===== src/rtl/core/sndet_pkg.sv =====
// Shared types and constants for the sustained noise detector.
// Word formats, configuration register map, reset values and fixed widths.
// No dependencies.
package sndet_pkg;

  // ADC word width is fixed by the port format
  localparam int SAMPLE_BITS      = 12;
  localparam int FRACTION_BITS_DEF = 16;
  localparam int ALPHA_BITS       = 17;
  localparam int ALPHA_SHIFT      = 16;
  localparam int OUT_FRAC_BITS    = 4;
  localparam int THRESH_BITS      = 16;
  localparam int COUNT_BITS       = 16;
  localparam int OUT_BITS         = SAMPLE_BITS + OUT_FRAC_BITS;
  localparam int CFG_INDEX_BITS   = 2;
  localparam int CFG_DATA_BITS    = ALPHA_BITS;

  localparam logic [SAMPLE_BITS-1:0] ZERO_CODE_RST      = SAMPLE_BITS'(2048);
  localparam logic [ALPHA_BITS-1:0]  ALPHA_RST          = ALPHA_BITS'(39322);
  localparam logic [THRESH_BITS-1:0] LOUD_THRESHOLD_RST = THRESH_BITS'(4915);
  localparam logic [COUNT_BITS-1:0]  DURATION_RST       = COUNT_BITS'(800);

  typedef enum logic [CFG_INDEX_BITS-1:0] {
    CFG_ZERO_CODE      = 2'd0,
    CFG_ALPHA          = 2'd1,
    CFG_LOUD_THRESHOLD = 2'd2,
    CFG_DURATION       = 2'd3
  } sndet_cfg_index_t;

  typedef struct packed {
    logic [SAMPLE_BITS-1:0] zero_code;
    logic [ALPHA_BITS-1:0]  alpha_q16;
    logic [THRESH_BITS-1:0] loud_threshold;
    logic [COUNT_BITS-1:0]  duration;
  } sndet_cfg_t;

  typedef struct packed {
    logic [SAMPLE_BITS-1:0] raw_sample;
    logic                   sample_valid;
  } sndet_in_t;

  typedef struct packed {
    logic signed [OUT_BITS-1:0] filtered_sample;
    logic                       loud;
    logic                       alert;
  } sndet_out_t;

endpackage


===== src/rtl/core/sndet_cfg.sv =====
// Configuration register file for the sustained noise detector.
// Depends on sndet_pkg for the register map and reset values.
module sndet_cfg
  import sndet_pkg::*;
(
  input  logic                      clk,
  input  logic                      rst,
  input  logic                      cfg_valid,
  output logic                      cfg_ready,
  input  logic [CFG_INDEX_BITS-1:0] cfg_index,
  input  logic [CFG_DATA_BITS-1:0]  cfg_data,
  output sndet_cfg_t                cfg
);

  assign cfg_ready = 1'b1;

  always_ff @(posedge clk) begin
    if (rst) begin
      cfg.zero_code      <= ZERO_CODE_RST;
      cfg.alpha_q16      <= ALPHA_RST;
      cfg.loud_threshold <= LOUD_THRESHOLD_RST;
      cfg.duration       <= DURATION_RST;
    end else if (cfg_valid) begin
      case (sndet_cfg_index_t'(cfg_index))
        CFG_ZERO_CODE:      cfg.zero_code      <= cfg_data[SAMPLE_BITS-1:0];
        CFG_ALPHA:          cfg.alpha_q16      <= cfg_data[ALPHA_BITS-1:0];
        CFG_LOUD_THRESHOLD: cfg.loud_threshold <= cfg_data[THRESH_BITS-1:0];
        CFG_DURATION:       cfg.duration       <= cfg_data[COUNT_BITS-1:0];
        default: ;
      endcase
    end
  end

endmodule


===== src/rtl/core/sndet_ema.sv =====
// Exponential moving average filter with level compare.
// Holds the filter state; one multiply-accumulate per word. Depends on sndet_pkg.
module sndet_ema
  import sndet_pkg::*;
#(
  parameter int FRACTION_BITS = FRACTION_BITS_DEF
) (
  input  logic                       clk,
  input  logic                       rst,
  input  logic                       step,
  input  sndet_in_t                  in_word,
  input  sndet_cfg_t                 cfg,
  output logic signed [OUT_BITS-1:0] filtered_sample,
  output logic                       loud
);

  localparam int W   = SAMPLE_BITS + FRACTION_BITS;
  localparam int XW  = W + 1;
  localparam int DW  = W + 2;
  localparam int PW  = DW + ALPHA_BITS + 1;
  localparam int SW  = PW - ALPHA_SHIFT;
  localparam int NW  = SW + 1;
  localparam int OSH = FRACTION_BITS - OUT_FRAC_BITS;
  localparam int TW  = THRESH_BITS + OSH;

  logic signed [W-1:0]           filter_value;
  logic signed [W-1:0]           filter_value_next;
  logic        [SAMPLE_BITS-1:0] raw;
  logic signed [SAMPLE_BITS:0]   centred;
  logic signed [XW-1:0]          x;
  logic signed [DW-1:0]          diff;
  logic signed [PW-1:0]          prod;
  logic signed [SW-1:0]          delta;
  logic signed [NW-1:0]          sum;
  logic        [TW-1:0]          thr;
  logic signed [NW-1:0]          thr_s;
  logic                          fits;

  always_comb begin
    // failed conversion counts as code zero
    raw     = in_word.sample_valid ? in_word.raw_sample : '0;
    centred = $signed({1'b0, raw}) - $signed({1'b0, cfg.zero_code});
    x       = {centred, {FRACTION_BITS{1'b0}}};
    diff    = DW'(x) - DW'(filter_value);
    prod    = PW'(diff) * $signed({1'b0, cfg.alpha_q16});
    delta   = SW'(prod >>> ALPHA_SHIFT);
    sum     = NW'(delta) + NW'(filter_value);

    // threshold is in 1/16 LSB; compare before saturation
    thr   = {cfg.loud_threshold, {OSH{1'b0}}};
    thr_s = $signed(NW'(thr));
    loud  = (sum > thr_s) || (sum < -thr_s);

    // saturate to the state range
    fits = (sum[NW-1:W-1] == '0) || (sum[NW-1:W-1] == '1);
    if (fits) begin
      filter_value_next = sum[W-1:0];
    end else if (sum[NW-1]) begin
      filter_value_next = {1'b1, {(W-1){1'b0}}};
    end else begin
      filter_value_next = {1'b0, {(W-1){1'b1}}};
    end

    // the state range shifted to 1/16 LSB is exactly the output range
    filtered_sample = filter_value_next[W-1:OSH];
  end

  always_ff @(posedge clk) begin
    if (rst) begin
      filter_value <= '0;
    end else if (step) begin
      filter_value <= filter_value_next;
    end
  end

  a_state_holds: assert property (@(posedge clk) disable iff (rst)
    !step |=> $stable(filter_value))
    else $error("filter state changed without a word");

endmodule


===== src/rtl/core/sndet_persist.sv =====
// Loud-run counter and one-shot alert latch.
// Depends on sndet_pkg for the count width.
module sndet_persist
  import sndet_pkg::*;
(
  input  logic                  clk,
  input  logic                  rst,
  input  logic                  step,
  input  logic                  loud,
  input  logic [COUNT_BITS-1:0] duration,
  output logic                  alert
);

  logic [COUNT_BITS-1:0] loud_count;
  logic [COUNT_BITS-1:0] loud_count_next;
  logic                  alert_latched;
  logic                  alert_latched_next;
  logic [COUNT_BITS-1:0] count_inc;

  always_comb begin
    // saturate at the duration
    count_inc = (loud_count < duration) ? loud_count + 1'b1 : loud_count;
    if (loud) begin
      loud_count_next    = count_inc;
      alert              = (count_inc >= duration) && !alert_latched;
      alert_latched_next = alert_latched || alert;
    end else begin
      loud_count_next    = '0;
      alert              = 1'b0;
      alert_latched_next = 1'b0;
    end
  end

  always_ff @(posedge clk) begin
    if (rst) begin
      loud_count    <= '0;
      alert_latched <= 1'b0;
    end else if (step) begin
      loud_count    <= loud_count_next;
      alert_latched <= alert_latched_next;
    end
  end

  a_alert_latches: assert property (@(posedge clk) disable iff (rst)
    step && alert |=> alert_latched)
    else $error("alert fired without latching");

  a_no_repeat: assert property (@(posedge clk) disable iff (rst)
    alert_latched |-> !alert)
    else $error("alert repeated while latched");

endmodule


===== src/rtl/core/sustained_noise_detector_top.sv =====
// Sustained noise detector top level: input register, filter, run counter, result register.
// Depends on sndet_pkg, sndet_cfg, sndet_ema and sndet_persist.

// One ADC word is taken per clock cycle while results are taken, and each gives
// exactly one result word, passing the input register, then the result register.
// The rate is set by the filter state loop: the multiply-accumulate
// that updates the state is combinational. A word is accepted while a
// finished result still waits to be taken; the block stalls only when both the
// input and result registers are full. Configuration writes are taken every cycle
// and are meant to happen while no word is in flight.
module sustained_noise_detector_top
  import sndet_pkg::*;
#(
  parameter int FRACTION_BITS = FRACTION_BITS_DEF
) (
  input  logic                      clk,
  input  logic                      rst,
  input  logic                      in_valid,
  output logic                      in_ready,
  input  sndet_in_t                 in_data,
  output logic                      out_valid,
  input  logic                      out_ready,
  output sndet_out_t                out_data,
  input  logic                      cfg_valid,
  output logic                      cfg_ready,
  input  logic [CFG_INDEX_BITS-1:0] cfg_index,
  input  logic [CFG_DATA_BITS-1:0]  cfg_data
);

  sndet_cfg_t                 cfg;
  sndet_in_t                  in_q;
  logic                       in_q_valid;
  logic                       advance;
  logic                       step;
  logic signed [OUT_BITS-1:0] filtered_sample;
  logic                       loud;
  logic                       alert;

  assign advance  = !out_valid || out_ready;
  assign in_ready = !in_q_valid || advance;
  assign step     = in_q_valid && advance;

  sndet_cfg u_cfg (
    .clk       (clk),
    .rst       (rst),
    .cfg_valid (cfg_valid),
    .cfg_ready (cfg_ready),
    .cfg_index (cfg_index),
    .cfg_data  (cfg_data),
    .cfg       (cfg)
  );

  sndet_ema #(
    .FRACTION_BITS (FRACTION_BITS)
  ) u_ema (
    .clk             (clk),
    .rst             (rst),
    .step            (step),
    .in_word         (in_q),
    .cfg             (cfg),
    .filtered_sample (filtered_sample),
    .loud            (loud)
  );

  sndet_persist u_persist (
    .clk      (clk),
    .rst      (rst),
    .step     (step),
    .loud     (loud),
    .duration (cfg.duration),
    .alert    (alert)
  );

  // input register
  always_ff @(posedge clk) begin
    if (rst) begin
      in_q_valid <= 1'b0;
    end else if (in_ready) begin
      in_q_valid <= in_valid;
    end
  end

  always_ff @(posedge clk) begin
    if (in_valid && in_ready) begin
      in_q <= in_data;
    end
  end

  // result register
  always_ff @(posedge clk) begin
    if (rst) begin
      out_valid <= 1'b0;
    end else if (advance) begin
      out_valid <= in_q_valid;
    end
  end

  always_ff @(posedge clk) begin
    if (step) begin
      out_data.filtered_sample <= filtered_sample;
      out_data.loud            <= loud;
      out_data.alert           <= alert;
    end
  end

  a_hold_input: assert property (@(posedge clk) disable iff (rst)
    in_q_valid && !advance |=> in_q_valid && $stable(in_q))
    else $error("held input word lost while result stalled");

endmodule

===== config.mk =====
export PLATFORM = sky130hd
export DESIGN_NAME = sustained_noise_detector_top
export DESIGN_NICKNAME = d
export VERILOG_FILES = /design/src/rtl/core/sndet_pkg.sv /design/src/rtl/core/sndet_cfg.sv /design/src/rtl/core/sndet_ema.sv /design/src/rtl/core/sndet_persist.sv /design/src/rtl/core/sustained_noise_detector_top.sv
export SDC_FILE = /design/constraint.sdc
export NUM_CORES = 2
export LEC_CHECK = 0
export ABC_CLOCK_PERIOD_IN_PS = 14970
export BUFFER_PORTS_ARGS = -buffer_cell sky130_fd_sc_hd__buf_2
export CAP_MARGIN = 20
export CORE_ASPECT_RATIO = 0.75
export CORE_MARGIN = 2
export CORE_UTILIZATION = 54
export DETAILED_ROUTE_END_ITERATION = 6
export GPL_TIMING_DRIVEN = 1
export PLACE_DENSITY = 0.7
export REMOVE_ABC_BUFFERS = 1
export SLEW_MARGIN = 20
export SYNTH_ARGS = -nofsm -noshare
export SYNTH_HDL_FRONTEND = slang
export SYNTH_SLANG_ARGS = --single-unit

===== constraint.sdc =====
create_clock -name clk -period 14.97 [get_ports clk]
set_input_delay 0 -clock clk [delete_from_list [all_inputs] [get_ports clk]]
set_output_delay 0 -clock clk [all_outputs]
set_load 0.01 [all_outputs]

After elaboration in Yosys (flattened, before gate mapping)
Cells that the tools add are included.
Word-level totals
  logic and storage cells: 51
  output and inout bits: 21
  input port bits: 37
  bits in registers: 139
Cells by class
  reduce and logical (&&, ||, !) cells: 17
  equal/unequal tests: 4
  $add $sub $neg: 5
  mux-type cells: 6
  order comparisons: 4
  $mul: 1
Operator list (count)
  2-to-1 mux 28 bit: 2
  multiplier 30 x 18 -> 48 bit: 1
  adder 32 x 28 -> 33 bit: 1
  > comparator 33 x 29 -> 1 bit: 1
  < comparator 33 bit: 1
  negation 28 -> 33 bit: 1
  2-to-1 mux 16 bit: 2
  subtractor 29 x 28 -> 30 bit: 1
  adder 16 x 1 -> 16 bit, second input constant: 1
  >= comparator 16 bit: 1
  < comparator 16 bit: 1
  subtractor 12 x 12 -> 13 bit: 1
  2-to-1 mux 12 bit: 1
  AND reduction 2 bit: 4
  equality test 6 bit, second input constant: 1
  logical NOT 6 bit: 1
  logical OR 1 bit: 5
  equality test 2 bit, second input constant: 2
  logical AND 1 bit: 3
  logical NOT 1 bit: 3
  equality test 2 x 1 -> 1 bit, second input constant: 1
  logical NOT 2 bit: 1
  2-to-1 mux 1 bit: 1

Depth between registers and ports, before layout
  depth after elaboration: 8
  gate-level depth with buffers: 62
  gate-level depth less buffers: 59

Hierarchy
A second synthesis with hierarchy kept.
Unflattened totals
  cell total of the unflattened synthesis: 3280
  area, all modules: 28643.7 um2
By module, submodules not included
  sndet_ema: cells each 2761, seq. area each 560.5 um2, times used 1, area an instance 23262.3 um2
  sndet_cfg: cells each 239, seq. area each 1221.2 um2, times used 1, area an instance 2478.6 um2
  sndet_persist: cells each 239, seq. area each 340.3 um2, times used 1, area an instance 1868.0 um2
  sustained_noise_detector_top: cells each 41, seq. area each 970.9 um2, times used 1, area an instance 1034.7 um2

Worst setup path after synthesis
Ideal clock, no wire load.
  kind: register to register
  start: register in_q[0] (netlist bit)
  end: register out_data[0] (netlist bit) (data pin)
  data arrival time: 12.832 ns
  library setup time: 0.255 ns
  slack: 1.883 ns
  buffers on the path: 5
  data required time: 14.715 ns
  cell stages (with the launch flop): 62
  period minus slack after synthesis: 13.087 ns
  cell sequence: edfxtp_1 -> clkbuf_1 -> nand2_1 -> inv_1 -> ha_1 -> nor2b_1 -> o21ai_0 -> a21boi_0 -> o21ai_0 -> nand2b_1 -> a21o_1 -> a21oi_1 -> a2bb2oi_1 -> nor2b_1 -> xnor2_1 -> ha_1 -> nor2b_1 -> o21ai_0 -> (+26 left out) -> nand2_1 -> o21ai_0 -> or2_2 -> nor3_1 -> a2111oi_0 -> o311a_1 -> ha_1 -> nand3_1 -> nor3_1 -> o2111ai_1 -> nor4_1 -> nand4_1 -> or4_1 -> a211o_1 -> o32a_1 -> a21oi_4 -> buf_12 -> nor3b_1
On the way
  word-level cells in the longest chain between the ends: 7
  elaborated cells between the ends (all ways): 8
  those cells by class: add/sub (3); mul (1); order compare (2); mux (1); reduce/logical (1)
RTL lines
  from (decl): RTL line sustained_noise_detector_top.sv:31  | sndet_in_t in_q;
  from (signal assigned): RTL line sustained_noise_detector_top.sv:85  | in_q <= in_data;
  2-to-1 mux 12 bit (*): RTL line sndet_ema.sv:41  | raw = in_word.sample_valid ? in_word.raw_sample : '0;
  subtractor 12 x 12 -> 13 bit (*): RTL line sndet_ema.sv:42  | centred = $signed({1'b0, raw}) - $signed({1'b0, cfg.zero_code});
  subtractor 29 x 28 -> 30 bit (*): RTL line sndet_ema.sv:44  | diff = DW'(x) - DW'(filter_value);
  multiplier 30 x 18 -> 48 bit (*): RTL line sndet_ema.sv:45  | prod = PW'(diff) * $signed({1'b0, cfg.alpha_q16});
  adder 32 x 28 -> 33 bit (*): RTL line sndet_ema.sv:47  | sum = NW'(delta) + NW'(filter_value);
  > comparator 33 x 29 -> 1 bit / < comparator 33 bit (equally long branches): RTL line sndet_ema.sv:52  | loud = (sum > thr_s) || (sum < -thr_s);
  logical OR 1 bit (*): RTL line sndet_ema.sv:52
  to (decl): RTL line sustained_noise_detector_top.sv:23  | output sndet_out_t out_data,
Every way passes the cells marked *; elsewhere a longest branch is shown, timed or not.
A chain may end at the register's enable or synchronous reset.

Final worst setup path
  start: register in_q[0] (netlist bit)
  end: register u_persist.loud_count[0]
On the way
  word-level cells in the longest chain between the ends: 8
  elaborated cells between the ends (all ways): 9
  those cells by class: add/sub (3); mul (1); order compare (2); mux (2); reduce/logical (1)
RTL lines
  2-to-1 mux 12 bit (*): RTL line sndet_ema.sv:41
  subtractor 12 x 12 -> 13 bit (*): RTL line sndet_ema.sv:42
  subtractor 29 x 28 -> 30 bit (*): RTL line sndet_ema.sv:44
  multiplier 30 x 18 -> 48 bit (*): RTL line sndet_ema.sv:45
  adder 32 x 28 -> 33 bit (*): RTL line sndet_ema.sv:47
  > comparator 33 x 29 -> 1 bit / < comparator 33 bit (equally long branches): RTL line sndet_ema.sv:52
  logical OR 1 bit (*): RTL line sndet_ema.sv:52
  2-to-1 mux 16 bit (*): RTL line sndet_persist.sv:23  | if (loud) begin
  to (signal assigned): RTL line sndet_persist.sv:39  | loud_count <= loud_count_next;
  to (decl): RTL line sndet_persist.sv:14  | logic [COUNT_BITS-1:0] loud_count;
Marks and branches as above.

==> metrics.md <==
| Metric | Value |
|---|---|
| Status | `finished, final reports clean` |
| Worst path max stage delay | `530 ps` |
| Starting Density | `55.0%` |
| Max Cap Viol | `0` |
| Met2 WL | `between 30 and 40 mm` |
| EDFF count, synth | `31` |
| CTS max path bufs | `2` |
| Routed WL | `73.1 mm` |
| Avg Inst Size Synth | `8.50 um2` |
| Count of final hold-check violations | `0` |
| Reg2reg end | `u_persist.loud_count[0]` |
| Mapped Cells | `~3300` |
| Final HPWL DP | `57.7 mm` |
| Largest net degree at the start of global routing | `76` |
| R2R depth | `58` |
| Top Ports | `58` |
| Flop2flop setup slack | `between 900 and 1000 ps` |
| Setup TNS Final | `0 ps` |
| Worst Path Buf+Inv | `7` |
| Met3 wire len | `around 5.1 mm` |
| Hold Crit Class | `primary input to register` |
| CP dominant cell by count | `fa_1` |
| Worst-path fanout max | `17` |
| Initial DRC count | `1542` |
| Minimum clock period | `14040 ps` |
| Max-slew violations | `0` |
| Placed Area | `28800 um2` |
| Worst EP arrival | `14330 ps` |
| Setup violations, final | `0` |
| Share of cells above drive strength 1 | `6.00%` |
| Delay-heaviest family, CP | `adder cells` |
| Area Overhead vs Synth | `7.54%` |
| Global-route wire length before repair | `121 mm` |
| Root Buffer | `clkbuf_16` |
| Layout fillers | `4415` |
| Port Buffers | `56` |
| Top layer in use | `met5` |
| Met1 wire length | `32.9 mm` |
| CP startpoint | `in_q[0]` |
| Synth unique cells | `90` |
| Core footprint | `50500 um2` |
| Req. time, crit path | `15250 ps` |
| Die Area | `53300 um2` |
| Slew @ Worst Pin | `1080 ps` |
| Initial antenna violation count | `1` |
| Clock slew seen by the registers of the worst setup and hold paths | `70 ps` |
| TritonRoute pass-1 iters | `6` |
| F_max | `about 0.07 GHz` |
| Slew headroom | `27.7%` |
| DRC viols | `0` |
| Nets | `4062` |
| DR WL/cell | `around 18 um` |
| GRT Util Overall | `around 28%` |
| Via Count | `between 20000 and 25000` |
| Worst Hold Depth | `4` |
| Dpl ws | `478 ps` |
| CTS tree | `built` |
| Kind of critical path | `register to register` |
| Num rows | `71` |
| Hold endpoint | `u_persist.loud_count[1]` |
| Warnings from Yosys | `0` |
| Worst hold margin | `slightly above 80 ps` |
| Worst-case clock skew | `around 14 ps` |
| CP Capture Type | `register` |
| Post-DRT Antenna Nets | `0` |
| Clock sink total | `139` |
| Synth Register Bits | `139` |
| Period utilization | `93.8%` |
| CP max stage cell | `fa_1` |
| Sequential fraction of the synthesis area | `11.1%` |
| Die X | `266 um` |
| Clk_lat worst skew | `440 ps` |
| Critical hold path startpoint | `rst` |
| Final WS setup | `927 ps` |
| Vias in the first global route | `about 23000` |
| Top FF cell, synth | `dfxtp_1` |
| Cts bufs inserted | `17` |
| Final GP Congestion | `roughly 0.93` |
| Die H | `200 um` |
| Post-route design area | `29900 um2` |
| R2r startpoint | `in_q[0]` |
| Grt total ovfl | `0` |
| Vias per inst | `5.50` |
| Ys async rst share | `0%` |
| Commonest cells after routing, fill and taps aside | `666 x inv_1, 520 x nand2_1, 483 x fa_1, 238 x and2_1, 238 x ha_1` |
| H-tree depth | `4` |
| Commonest non-fill, non-tap cell in the layout | `inv_1` |
| Mapped Area | `approximately 28000 um2` |
| Startpoint types | `register` |
-- how the worst max path moves through the flow --
| stage | to | slack (ps) | cells past startpoint |
|---|---|---|---|
| floorplan | out_data[0] | 780 | 56 |
| global placement | out_data[0] | 920 | 56 |
| detailed placement | out_data[0] | 480 | 56 |
| CTS | out_data[0] | 370 | 56 |
| global route | u_persist.loud_count[2] | -30 | 58 |
| finish | u_persist.loud_count[0] | 930 | 58 |
-- Yosys cell counts, types with 9 or more instances --
| master | instances | area share [%] |
|---|---|---|
| and2_1 | 238 | 5.4 |
| o21ai_1 | 23 | 0.41 |
| nor2b_1 | 22 | 0.50 |
| nand3_1 | 30 | 0.54 |
| xnor2_1 | 94 | 3.0 |
| o21ai_0 | 61 | 1.1 |
| edfxtp_1 | 31 | 3.4 |
| a31oi_1 | 12 | 0.27 |
| dfxtp_1 | 108 | 7.8 |
| nor2_1 | 113 | 1.5 |
| nand4_1 | 17 | 0.38 |
| and3_1 | 19 | 0.43 |
| nand2b_1 | 15 | 0.34 |
| a21oi_1 | 123 | 2.2 |
| nand3b_1 | 19 | 0.51 |
| a211oi_1 | 13 | 0.35 |
| a21o_1 | 39 | 1.1 |
| inv_1 | 666 | 9.0 |
| fa_1 | 484 | 35 |
| ha_1 | 238 | 11 |
| clkbuf_1 | 112 | 1.5 |
| nor3_1 | 36 | 0.65 |
| nand2_1 | 520 | 7.0 |
| buf_2 | 9 | 0.16 |
| nor4_1 | 15 | 0.34 |
| xor2_1 | 39 | 1.2 |
| o21a_1 | 20 | 0.54 |
-- kinds of logic after synthesis --
logic type      count (synthesis)  synth area share [%]
fa+ha+maj                     727                  45.8
buf+inv                       797                  10.9
compound gates                392                  9.40
flops                         139                  11.1
xor+xnor                      133                  4.20
mux                             4                 0.153
other cells                     1                0.0135
simple gates                 1073                  18.4
-- repair_timing --
action,4_1_cts,5_1_grt
setup buffers,0,7
hold buffers,33,0
setup endpoints to repair,0,19
gates resized for setup,0,5
hold endpoints to repair,76,0
-- registers in the layout (all words and copies together), names as in the netlist --
signal,cells
in_q_valid,1
u_persist.loud_count,16
u_cfg.cfg,61
out_valid,1
u_ema.filter_value,28
out_data,18
in_q,13
u_persist.alert_latched,1
-- cell type report --
cell class | count | area, um2 | area share (%)
Inverter | 667 | 2500 | 8.38
Timing Repair Buffer | 148 | 1070 | 3.57
Sequential cell | 139 | 3100 | 10.4
Clock buffer | 17 | 425 | 1.42
Antenna cell | 1 | 2.50 | 0.00838
Clock inverter | 15 | 223 | 0.746
Multi-Input combinational cell | 2330 | 21700 | 72.7
Tap cell | 657 | 822 | 2.75
-- routing by layer --
layer	up-vias	global-route usage (%)
met3	104	5.13
met1	10914	40.9
met4	2	8.63
met2	684	44.1
li1	10152	-
met5	-	0
-- stage by stage --
| stage | util (%) | cells |
|---|---|---|
| after CTS | 59.0 | 3966 |
| after detailed placement | 57.1 | 3901 |
| final | 59.2 | 3974 |
| after floorplan | - | 3136 |
| after global placement | 57.1 | 3901 |
| after global routing | 59.2 | 3973 |
-- worst register-to-register path: cells and delay by family (launching register included) --
kind	cells	cell delay (ps)
buffers and inverters	7	670
DFF	1	510
and+or+nand+nor	17	3330
xor gates and xnor gates	4	570
adders and majority gates	11	4670
AOI/OAI and AO/OA	19	4120
Power is not shown: default switching activity piles up to over one toggle a cycle in this logic, so the estimate is an artifact.
